==> src/design/spa_pkg.sv <==
// Shared types, codes and widths of the sparse polynomial accumulator.
`default_nettype none

package spa_pkg;

    localparam int MAX_TERMS_DEFAULT = 16;
    localparam int COEF_W            = 32;
    localparam int EXP_W             = 8;
    localparam int OP_W              = 2;
    localparam int STATUS_W          = 2;
    localparam int TDATA_W           = 40;

    typedef logic signed [COEF_W-1:0] coef_t;
    typedef logic        [EXP_W-1:0]  exp_t;

    typedef enum logic [OP_W-1:0] {
        OP_ADD   = 2'd0,
        OP_READ  = 2'd1,
        OP_CLEAR = 2'd2,
        OP_RSVD  = 2'd3
    } op_t;

    typedef enum logic [STATUS_W-1:0] {
        ST_OK    = 2'd0,
        ST_FULL  = 2'd1,
        ST_EMPTY = 2'd2,
        ST_SAT   = 2'd3
    } status_t;

    typedef enum logic [2:0] {
        S_IDLE,
        S_ADD_SEL,
        S_ADD_SUM,
        S_ADD_WB,
        S_READ_CHK,
        S_READ,
        S_READ_SPIN,
        S_RESP
    } state_t;

    typedef enum logic [1:0] {
        EMIT_ADD,
        EMIT_TERM,
        EMIT_EMPTY,
        EMIT_OK
    } emit_kind_t;

    typedef struct packed {
        logic       load;
        logic       add_select;
        logic       add_sum;
        logic       add_write;
        logic       rotate;
        logic       clear;
        logic       emit;
        emit_kind_t emit_kind;
    } ctrl_cmd_t;

    typedef struct packed {
        logic table_empty;
        logic read_last;
        logic spin_done;
        logic out_free;
    } dp_status_t;

endpackage

`default_nettype wire

==> src/design/sparse_polynomial_accumulator_unit.sv <==
// Top level of the sparse polynomial accumulator: sequencer plus term datapath.
//
//  Channel | Dir | tdata (low bit up)                    | tuser       | tlast
//  s_      | in  | coefficient[31:0], exponent[39:32]    | op[1:0]     | -
//  m_      | out | term_coefficient[31:0], term_exponent | status[1:0] | last
//
// An add steps through accept, select the matching cell, saturating add, and write
// back and emit; each step is registered, and the next beat can be taken in the
// same cycle the result is valid. A read-out checks the table, then emits one
// stored term per rotation of the cell chain, which keeps rotating until MAX_TERMS
// shifts in all have put it back in order before the next beat is taken. Clear and
// the unused op are answered from the response state. Reset is synchronous and
// active low and empties the table; stored terms are not cleared. A stalled m_ side
// holds the sequencer only where it has a new beat to hand over.
`default_nettype none

module sparse_polynomial_accumulator_unit #(
    parameter int MAX_TERMS = spa_pkg::MAX_TERMS_DEFAULT
) (
    input  logic                        aclk,
    input  logic                        aresetn,
    input  logic                        s_tvalid,
    output logic                        s_tready,
    input  logic [spa_pkg::TDATA_W-1:0] s_tdata,   // coefficient[31:0], exponent[39:32]
    input  logic [1:0]                  s_tuser,   // op[1:0]
    output logic                        m_tvalid,
    input  logic                        m_tready,
    output logic [spa_pkg::TDATA_W-1:0] m_tdata,   // term_coefficient[31:0], term_exponent[39:32]
    output logic [1:0]                  m_tuser,   // status[1:0]
    output logic                        m_tlast
);

    spa_pkg::ctrl_cmd_t  cmd;
    spa_pkg::dp_status_t dp_status;

    // The sequencer decodes the op and steps through the add, read-out and
    // response phases; it sees the datapath only through cmd and dp_status.
    spa_ctrl u_ctrl (
        .aclk     (aclk),
        .aresetn  (aresetn),
        .s_tvalid (s_tvalid),
        .s_tready (s_tready),
        .s_tuser  (s_tuser),
        .status   (dp_status),
        .cmd      (cmd)
    );

    // The datapath keeps the terms sorted by exponent in a chain of cells, so a
    // read-out is a rotation of the chain with the head cell feeding the output.
    spa_datapath #(
        .MAX_TERMS (MAX_TERMS)
    ) u_datapath (
        .aclk     (aclk),
        .aresetn  (aresetn),
        .s_tdata  (s_tdata),
        .cmd      (cmd),
        .status   (dp_status),
        .m_tvalid (m_tvalid),
        .m_tready (m_tready),
        .m_tdata  (m_tdata),
        .m_tuser  (m_tuser),
        .m_tlast  (m_tlast)
    );

`ifndef SYNTHESIS
    // Only read-out beats come in runs; every other beat closes its run.
    a_mid_beat_ok: assert property (@(posedge aclk) disable iff (!aresetn)
        m_tvalid && !m_tlast |-> m_tuser == spa_pkg::ST_OK)
        else $error("non-final beat with a flag status");

    // A flagged beat carries no term.
    a_flag_no_term: assert property (@(posedge aclk) disable iff (!aresetn)
        m_tvalid && m_tuser != spa_pkg::ST_OK |-> m_tdata == '0)
        else $error("flagged beat with term data");

    // Each accepted beat is worked on alone before the next is taken.
    a_one_beat: assert property (@(posedge aclk) disable iff (!aresetn)
        s_tvalid && s_tready |=> !s_tready)
        else $error("input taken while a beat is in work");

    // The chain never rotates during an add write-back.
    a_no_mixed_write: assert property (@(posedge aclk) disable iff (!aresetn)
        cmd.add_write |-> !cmd.rotate && !cmd.clear)
        else $error("cell chain written two ways at once");
`endif

endmodule

`default_nettype wire

==> src/design/spa_ctrl.sv <==
// Sequencer of the sparse polynomial accumulator: accepts beats and steps the datapath.
`default_nettype none

module spa_ctrl (
    input  logic                   aclk,
    input  logic                   aresetn,
    input  logic                   s_tvalid,
    output logic                   s_tready,
    input  logic [1:0]             s_tuser,
    input  spa_pkg::dp_status_t    status,
    output spa_pkg::ctrl_cmd_t     cmd
);

    spa_pkg::state_t state_reg, state_next;
    spa_pkg::op_t    op_reg, op_next;
    spa_pkg::op_t    op_in;

    assign op_in = spa_pkg::op_t'(s_tuser);

    always_ff @(posedge aclk) begin
        if (!aresetn) begin
            state_reg <= spa_pkg::S_IDLE;
            op_reg    <= spa_pkg::OP_ADD;
        end else begin
            state_reg <= state_next;
            op_reg    <= op_next;
        end
    end

    always_comb begin
        state_next = state_reg;
        op_next    = op_reg;
        s_tready   = 1'b0;
        cmd        = '0;
        cmd.emit_kind = spa_pkg::EMIT_OK;
        unique case (state_reg)
            spa_pkg::S_IDLE: begin
                s_tready = 1'b1;
                if (s_tvalid) begin
                    cmd.load = 1'b1;
                    op_next  = op_in;
                    case (op_in) inside
                        spa_pkg::OP_ADD:                   state_next = spa_pkg::S_ADD_SEL;
                        spa_pkg::OP_READ:                  state_next = spa_pkg::S_READ_CHK;
                        spa_pkg::OP_CLEAR, spa_pkg::OP_RSVD: state_next = spa_pkg::S_RESP;
                        default:                           state_next = spa_pkg::S_RESP;
                    endcase
                end
            end
            spa_pkg::S_ADD_SEL: begin
                cmd.add_select = 1'b1;
                state_next     = spa_pkg::S_ADD_SUM;
            end
            spa_pkg::S_ADD_SUM: begin
                cmd.add_sum = 1'b1;
                state_next  = spa_pkg::S_ADD_WB;
            end
            spa_pkg::S_ADD_WB: begin
                if (status.out_free) begin
                    cmd.add_write = 1'b1;
                    cmd.emit      = 1'b1;
                    cmd.emit_kind = spa_pkg::EMIT_ADD;
                    state_next    = spa_pkg::S_IDLE;
                end
            end
            spa_pkg::S_READ_CHK: begin
                if (!status.table_empty) begin
                    state_next = spa_pkg::S_READ;
                end else if (status.out_free) begin
                    cmd.emit      = 1'b1;
                    cmd.emit_kind = spa_pkg::EMIT_EMPTY;
                    state_next    = spa_pkg::S_IDLE;
                end
            end
            spa_pkg::S_READ: begin
                if (status.out_free) begin
                    cmd.emit      = 1'b1;
                    cmd.emit_kind = spa_pkg::EMIT_TERM;
                    cmd.rotate    = 1'b1;
                    if (status.read_last) begin
                        state_next = status.spin_done ? spa_pkg::S_IDLE : spa_pkg::S_READ_SPIN;
                    end
                end
            end
            spa_pkg::S_READ_SPIN: begin
                // Finish the full turn of the chain so the order is restored.
                cmd.rotate = 1'b1;
                if (status.spin_done) begin
                    state_next = spa_pkg::S_IDLE;
                end
            end
            spa_pkg::S_RESP: begin
                if (status.out_free) begin
                    cmd.emit      = 1'b1;
                    cmd.emit_kind = spa_pkg::EMIT_OK;
                    cmd.clear     = (op_reg == spa_pkg::OP_CLEAR);
                    state_next    = spa_pkg::S_IDLE;
                end
            end
            default: state_next = spa_pkg::S_IDLE;
        endcase
    end

endmodule

`default_nettype wire

==> src/design/spa_datapath.sv <==
// Sorted term chain, saturating adder and output register of the accumulator.
`default_nettype none

module spa_datapath #(
    parameter int MAX_TERMS = spa_pkg::MAX_TERMS_DEFAULT
) (
    input  logic                        aclk,
    input  logic                        aresetn,
    input  logic [spa_pkg::TDATA_W-1:0] s_tdata,
    input  spa_pkg::ctrl_cmd_t          cmd,
    output spa_pkg::dp_status_t         status,
    output logic                        m_tvalid,
    input  logic                        m_tready,
    output logic [spa_pkg::TDATA_W-1:0] m_tdata,
    output logic [1:0]                  m_tuser,
    output logic                        m_tlast
);

    localparam int CNT_W = $clog2(MAX_TERMS + 1);
    localparam int IDX_W = $clog2(MAX_TERMS);

    spa_pkg::coef_t  coef_in_reg;
    spa_pkg::exp_t   exp_in_reg;

    // Chain of cells, kept sorted by descending exponent below count_reg.
    spa_pkg::coef_t  cell_coef_reg  [MAX_TERMS];
    spa_pkg::exp_t   cell_exp_reg   [MAX_TERMS];
    spa_pkg::coef_t  cell_coef_next [MAX_TERMS];
    spa_pkg::exp_t   cell_exp_next  [MAX_TERMS];

    logic [CNT_W-1:0]     count_reg, count_next;
    logic [IDX_W-1:0]     idx_reg;
    logic [MAX_TERMS-1:0] match_reg, match_next;
    logic [MAX_TERMS-1:0] gt, gt_prev;
    spa_pkg::coef_t       sel_coef_reg, sel_coef_next;
    spa_pkg::coef_t       sum_reg;
    logic                 sat_reg;
    logic signed [spa_pkg::COEF_W:0] wide_sum;
    logic                 found, table_full;

    spa_pkg::coef_t   out_coef_reg;
    spa_pkg::exp_t    out_exp_reg;
    spa_pkg::status_t out_status_reg;
    logic             out_last_reg;
    logic             out_valid_reg;

    assign found      = |match_reg;
    assign table_full = (count_reg == CNT_W'(MAX_TERMS));

    // Per-cell compares against the held exponent.
    always_comb begin
        for (int i = 0; i < MAX_TERMS; i++) begin
            match_next[i] = (CNT_W'(i) < count_reg) && (cell_exp_reg[i] == exp_in_reg);
            gt[i]         = (CNT_W'(i) < count_reg) && (cell_exp_reg[i] > exp_in_reg);
        end
        gt_prev = {gt[MAX_TERMS-2:0], 1'b1};
    end

    always_comb begin
        sel_coef_next = '0;
        for (int i = 0; i < MAX_TERMS; i++) begin
            sel_coef_next = sel_coef_next | (match_next[i] ? cell_coef_reg[i] : '0);
        end
    end

    assign wide_sum = {sel_coef_reg[spa_pkg::COEF_W-1], sel_coef_reg}
                    + {coef_in_reg[spa_pkg::COEF_W-1], coef_in_reg};

    always_comb begin
        int nxt;
        int prv;
        for (int i = 0; i < MAX_TERMS; i++) begin
            nxt = (i == MAX_TERMS - 1) ? 0 : i + 1;
            prv = (i == 0) ? 0 : i - 1;
            cell_coef_next[i] = cell_coef_reg[i];
            cell_exp_next[i]  = cell_exp_reg[i];
            if (cmd.rotate) begin
                cell_coef_next[i] = cell_coef_reg[nxt];
                cell_exp_next[i]  = cell_exp_reg[nxt];
            end else if (cmd.add_write) begin
                if (found) begin
                    if (match_reg[i]) begin
                        cell_coef_next[i] = sum_reg;
                    end
                end else if (!table_full && (CNT_W'(i) <= count_reg) && !gt[i]) begin
                    // Cells below the insertion point move down by one.
                    if (gt_prev[i]) begin
                        cell_coef_next[i] = coef_in_reg;
                        cell_exp_next[i]  = exp_in_reg;
                    end else begin
                        cell_coef_next[i] = cell_coef_reg[prv];
                        cell_exp_next[i]  = cell_exp_reg[prv];
                    end
                end
            end
        end
    end

    always_ff @(posedge aclk) begin
        for (int i = 0; i < MAX_TERMS; i++) begin
            cell_coef_reg[i] <= cell_coef_next[i];
            cell_exp_reg[i]  <= cell_exp_next[i];
        end
        if (cmd.load) begin
            coef_in_reg <= s_tdata[spa_pkg::COEF_W-1:0];
            exp_in_reg  <= s_tdata[spa_pkg::COEF_W +: spa_pkg::EXP_W];
        end
        if (cmd.add_select) begin
            match_reg    <= match_next;
            sel_coef_reg <= sel_coef_next;
        end
        if (cmd.add_sum) begin
            sat_reg <= (wide_sum[spa_pkg::COEF_W] != wide_sum[spa_pkg::COEF_W-1]);
            if (wide_sum[spa_pkg::COEF_W] != wide_sum[spa_pkg::COEF_W-1]) begin
                sum_reg <= wide_sum[spa_pkg::COEF_W] ?
                           {1'b1, {(spa_pkg::COEF_W-1){1'b0}}} :
                           {1'b0, {(spa_pkg::COEF_W-1){1'b1}}};
            end else begin
                sum_reg <= wide_sum[spa_pkg::COEF_W-1:0];
            end
        end
    end

    always_comb begin
        count_next = count_reg;
        if (cmd.clear) begin
            count_next = '0;
        end else if (cmd.add_write && !found && !table_full) begin
            count_next = count_reg + CNT_W'(1);
        end
    end

    always_ff @(posedge aclk) begin
        if (!aresetn) begin
            count_reg <= '0;
            idx_reg   <= '0;
        end else begin
            count_reg <= count_next;
            if (cmd.load) begin
                idx_reg <= '0;
            end else if (cmd.rotate) begin
                idx_reg <= idx_reg + IDX_W'(1);
            end
        end
    end

    // Output register: a finished beat waits here while the sequencer moves on.
    always_ff @(posedge aclk) begin
        if (!aresetn) begin
            out_valid_reg <= 1'b0;
        end else if (cmd.emit) begin
            out_valid_reg <= 1'b1;
        end else if (m_tready) begin
            out_valid_reg <= 1'b0;
        end
    end

    always_ff @(posedge aclk) begin
        if (cmd.emit) begin
            // Only a read-out beat carries a term; every other beat closes its run.
            if (cmd.emit_kind == spa_pkg::EMIT_TERM) begin
                out_coef_reg <= cell_coef_reg[0];
                out_exp_reg  <= cell_exp_reg[0];
                out_last_reg <= status.read_last;
            end else begin
                out_coef_reg <= '0;
                out_exp_reg  <= '0;
                out_last_reg <= 1'b1;
            end
            case (cmd.emit_kind)
                spa_pkg::EMIT_ADD: begin
                    if (found) begin
                        out_status_reg <= sat_reg ? spa_pkg::ST_SAT : spa_pkg::ST_OK;
                    end else begin
                        out_status_reg <= table_full ? spa_pkg::ST_FULL : spa_pkg::ST_OK;
                    end
                end
                spa_pkg::EMIT_TERM:  out_status_reg <= spa_pkg::ST_OK;
                spa_pkg::EMIT_EMPTY: out_status_reg <= spa_pkg::ST_EMPTY;
                default:             out_status_reg <= spa_pkg::ST_OK;
            endcase
        end
    end

    assign status.table_empty = (count_reg == '0);
    assign status.read_last   = ((CNT_W'(idx_reg) + CNT_W'(1)) == count_reg);
    assign status.spin_done   = (idx_reg == IDX_W'(MAX_TERMS - 1));
    assign status.out_free    = !out_valid_reg || m_tready;

    assign m_tvalid = out_valid_reg;
    assign m_tdata  = {out_exp_reg, out_coef_reg};
    assign m_tuser  = out_status_reg;
    assign m_tlast  = out_last_reg;

endmodule

`default_nettype wire

==> config.mk <==
export PLATFORM = sky130hd
export DESIGN_NAME = sparse_polynomial_accumulator_unit
export DESIGN_NICKNAME = d
export VERILOG_FILES = /design/src/design/spa_pkg.sv /design/src/design/sparse_polynomial_accumulator_unit.sv /design/src/design/spa_ctrl.sv /design/src/design/spa_datapath.sv
export SDC_FILE = /design/constraint.sdc
export NUM_CORES = 2
export LEC_CHECK = 0
export BUFFER_PORTS_ARGS = -buffer_cell sky130_fd_sc_hd__buf_2
export CORE_MARGIN = 1
export CORE_UTILIZATION = 39
export DETAILED_ROUTE_END_ITERATION = 12
export PLACE_DENSITY = 0.65
export SYNTH_ARGS = -nofsm -noshare
export SYNTH_HDL_FRONTEND = slang
export SYNTH_SLANG_ARGS = --single-unit
export TNS_END_PERCENT = 50
==> constraint.sdc <==
create_clock -name aclk -period 5.4 [get_ports aclk]
set_clock_uncertainty 0.1 [all_clocks]
set_input_delay 0.27 -clock aclk [delete_from_list [all_inputs] [get_ports aclk]]
set_output_delay 0.27 -clock aclk [all_outputs]
set_load 0.005 [all_outputs]
==> flow_summary.json <==
{
  "grt_use_met1_pct": 38.4,
  "synth_seq_area_share_pct": 50.7,
  "crit_fanout": 25,
  "clk_latency_ps": 710,
  "synth_ff_type": "edfxtp_1",
  "synth_edf_count": 804,
  "cp.required_ps": 5830,
  "nets": 4636,
  "arrival_ps": 5010,
  "die_y_um": 354,
  "cpMostUsedCell": "a211oi_2",
  "fmax_ghz": 0.218,
  "route.detailed.drc": 0,
  "p_per_area_nw_per_um2": 486,
  "cts_buffer_depth": 3,
  "rsz0062_at_grt": "no",
  "max_slew.worst_pin.slew_ps": 1280,
  "io_pins": 91,
  "synth_fp_nets": 4694,
  "area_delta_synth_final_pct": 12.9,
  "met2_usage_pct": 42.3,
  "async_reset_ff_share_pct": 0,
  "fin_util_pct": 44.6,
  "fin_crit_ps": 4580,
  "antenna_found_initial": 2,
  "drt_iter0_drc": 7224,
  "path_class": "flip-flop to flip-flop",
  "ys_ff_latch": 819,
  "avgViaCountPerCell": 6.76,
  "dieArea_um2": 125000,
  "peakVddDrop_mv": 0.358,
  "setup-violations-final": 0,
  "grt_max_degree": 135,
  "dp.final_hpwl_um": 102000,
  "cpPeakStageDelay_ps": 680,
  "globalRouteTotalUtil_pct": 28.2,
  "crit_buf_inv": 1,
  "finalHoldViolCount": 0,
  "busiest_layer": "met2",
  "cts_sinks": 819,
  "synth-warning-count": 0,
  "placed_cells": 5904,
  "fin_crit_sh_pct": 84.8,
  "endpoint_kind": "flip-flop",
  "met3_usage_pct": 6.75,
  "largest_reg_flops": 512,
  "ctsHoldBuffers": 47,
  "syn_avg_cell_area_um2": 10.8,
  "post_cts_buffers": 0,
  "ys_types": 72,
  "drive_above_1_share_pct": 9.37,
  "syn_inst": 4483,
  "core_area_um2": 122000,
  "cts_max_level": 3,
  "cpLargestDelayFamily": "compound AO/OA/AOI/OAI gates",
  "postRouteAntennaNets": 0,
  "post_dp_cell_area_um2": 50900,
  "cp_cell_sequence": "ha_1 -> inv_1 -> fa_1 -> nand2b_1 -> a21o_1 -> a211oi_2 -> o31ai_1 -> a211oi_2 -> o21bai_1 -> a22oi_4 -> nand3_2 -> a21oi_1",
  "fill_cells": 11257,
  "slew_violations": 0,
  "fin_area_um2": 54500,
  "diodes": 0,
  "wl_per_cell_um": 29.8,
  "slowest_stage": "nand3_2",
  "start_util_pct": 39.5,
  "die_x_um": 354,
  "instances_no_fill": 6130,
  "grt_pass1_wl_um": 265000,
  "io_buffers": 90,
  "vias": 41465,
  "gp_congestion": 0.914,
  "hold_ws_ps": 167,
  "p_leak_nw": 16.8,
  "hp-class": "input pin to flip-flop",
  "cts_resized": 0,
  "wirelength_um": 183000,
  "grt_pass1_vias": 39380,
  "root_buffer": "clkbuf_16",
  "relSlewSlack_pct": 14.0,
  "cts_buffers": 97,
  "tns_ps": 0,
  "tritoncts": "yes",
  "grt.overflow.total": 0,
  "syn-cell-area_um2": 48200,
  "drtPass1Iterations": 7,
  "run_status": "complete, no violations",
  "clkSlewWorstSetupHoldPaths_ps": 70,
  "rows": 128,
  "start_kind": "flip-flop",
  "drv_cap": 0
}
==> synth_stat cells, drive strengths merged, types with 31 or more instances <==
cell,n,area share (%)
edfxtp,804,50
nand2,663,5.2
or3,391,5.1
a32o,385,8.0
clkbuf,341,2.7
mux2i,216,4.5
o21ai,203,2.1
nor2,189,1.5
ha,164,4.3
a21o,130,2.0
a211oi,105,1.7
a21oi,87,0.91
buf,75,0.79
a221oi,69,1.3
a22o,68,1.2
nand4,62,0.80
a22oi,58,0.93
and2,58,0.75
inv,43,0.33
o21a,37,0.58
a31oi,35,0.45
a222oi,32,0.66
nand3,31,0.35
==> logic make-up (layout without fill, tap and decap cells) <==
group | count (synthesis) | in the layout | synth area share [%]
fa+ha+maj | 171 | 171 | 4.43
compound gates | 1256 | 1256 | 20.6
flops | 819 | 819 | 50.7
simple gates | 1524 | 1524 | 15.3
xor+xnor | 38 | 38 | 0.690
buf+inv | 459 | 481 | 3.78
mux | 216 | 216 | 4.48
==> cells in the final DEF (no fill, tap or decap), types with 36 or more instances in the layout <==
master and instances:
a211oi_1 102, a21o_1 121, a21oi_1 86, a221oi_1 69, a22o_1 68, a22oi_1 57, a32o_1 385, and2_1 57
buf_12 46, buf_2 90, buf_4 76, clkbuf_16 98, dlygate4sd3_1 47, edfxtp_1 804, ha_1 164, inv_1 42
mux2i_1 216, nand2_1 658, nand4_1 62, nor2_1 188, o21a_1 36, o21ai_0 182, or3_1 390
==> path summary, 6_finish.rpt <==
kind                                             from                              endpoint  slack (ps)  cells after the start
setup / recovery  u_datapath.coef_in_reg[0]$_DFFE_PP_       u_datapath.sum_reg[6]$_DFFE_PP_         820                     12
hold / removal                            s_tdata[12]  u_datapath.coef_in_reg[12]$_DFFE_PP_         170                      2
setup reg to reg  u_datapath.coef_in_reg[0]$_DFFE_PP_       u_datapath.sum_reg[6]$_DFFE_PP_         820                     12
hold reg to reg    u_datapath.idx_reg[1]$_SDFFE_PP0P_    u_datapath.idx_reg[1]$_SDFFE_PP0P_         390                      2
==> power by group <==
group / internal (mW) / leakage, nW / total, mW / switching (mW)
Clock: 3.74 / 1.51 / 6.57 / 2.84
Combinational: 3.30 / 7.81 / 8.31 / 5.02
Sequential: 9.95 / 7.50 / 11.6 / 1.62
==> cell type report <==
| class | count | area [um2] | share of cell area [%] |
|---|---|---|---|
| tap | 1625 | 2030 | 3.73 |
| sequential | 819 | 24400 | 44.9 |
| clock inverter | 58 | 519 | 0.953 |
| timing repair buffer | 259 | 2410 | 4.43 |
| inverter | 43 | 163 | 0.299 |
| multi-input combinational | 3205 | 22300 | 41.0 |
| clock buffer | 121 | 2560 | 4.70 |
==> stage by stage <==
stage               setup WS (ps)  power (mW)
global route                  698        27.5
finish                        819        26.5
floorplan                    36.4        16.4
global placement              969        19.5
CTS                           951        26.3
detailed placement            990        19.7
==> layer usage <==
layer  vias to the layer above  part of all wire [%]
li1                      17510                     -
met1                     20360                    39
met2                      3017                    43
met3                       576                    13
met4                         2                   4.9
met5                         -                0.0071
Power figures use the tool's default switching activity.
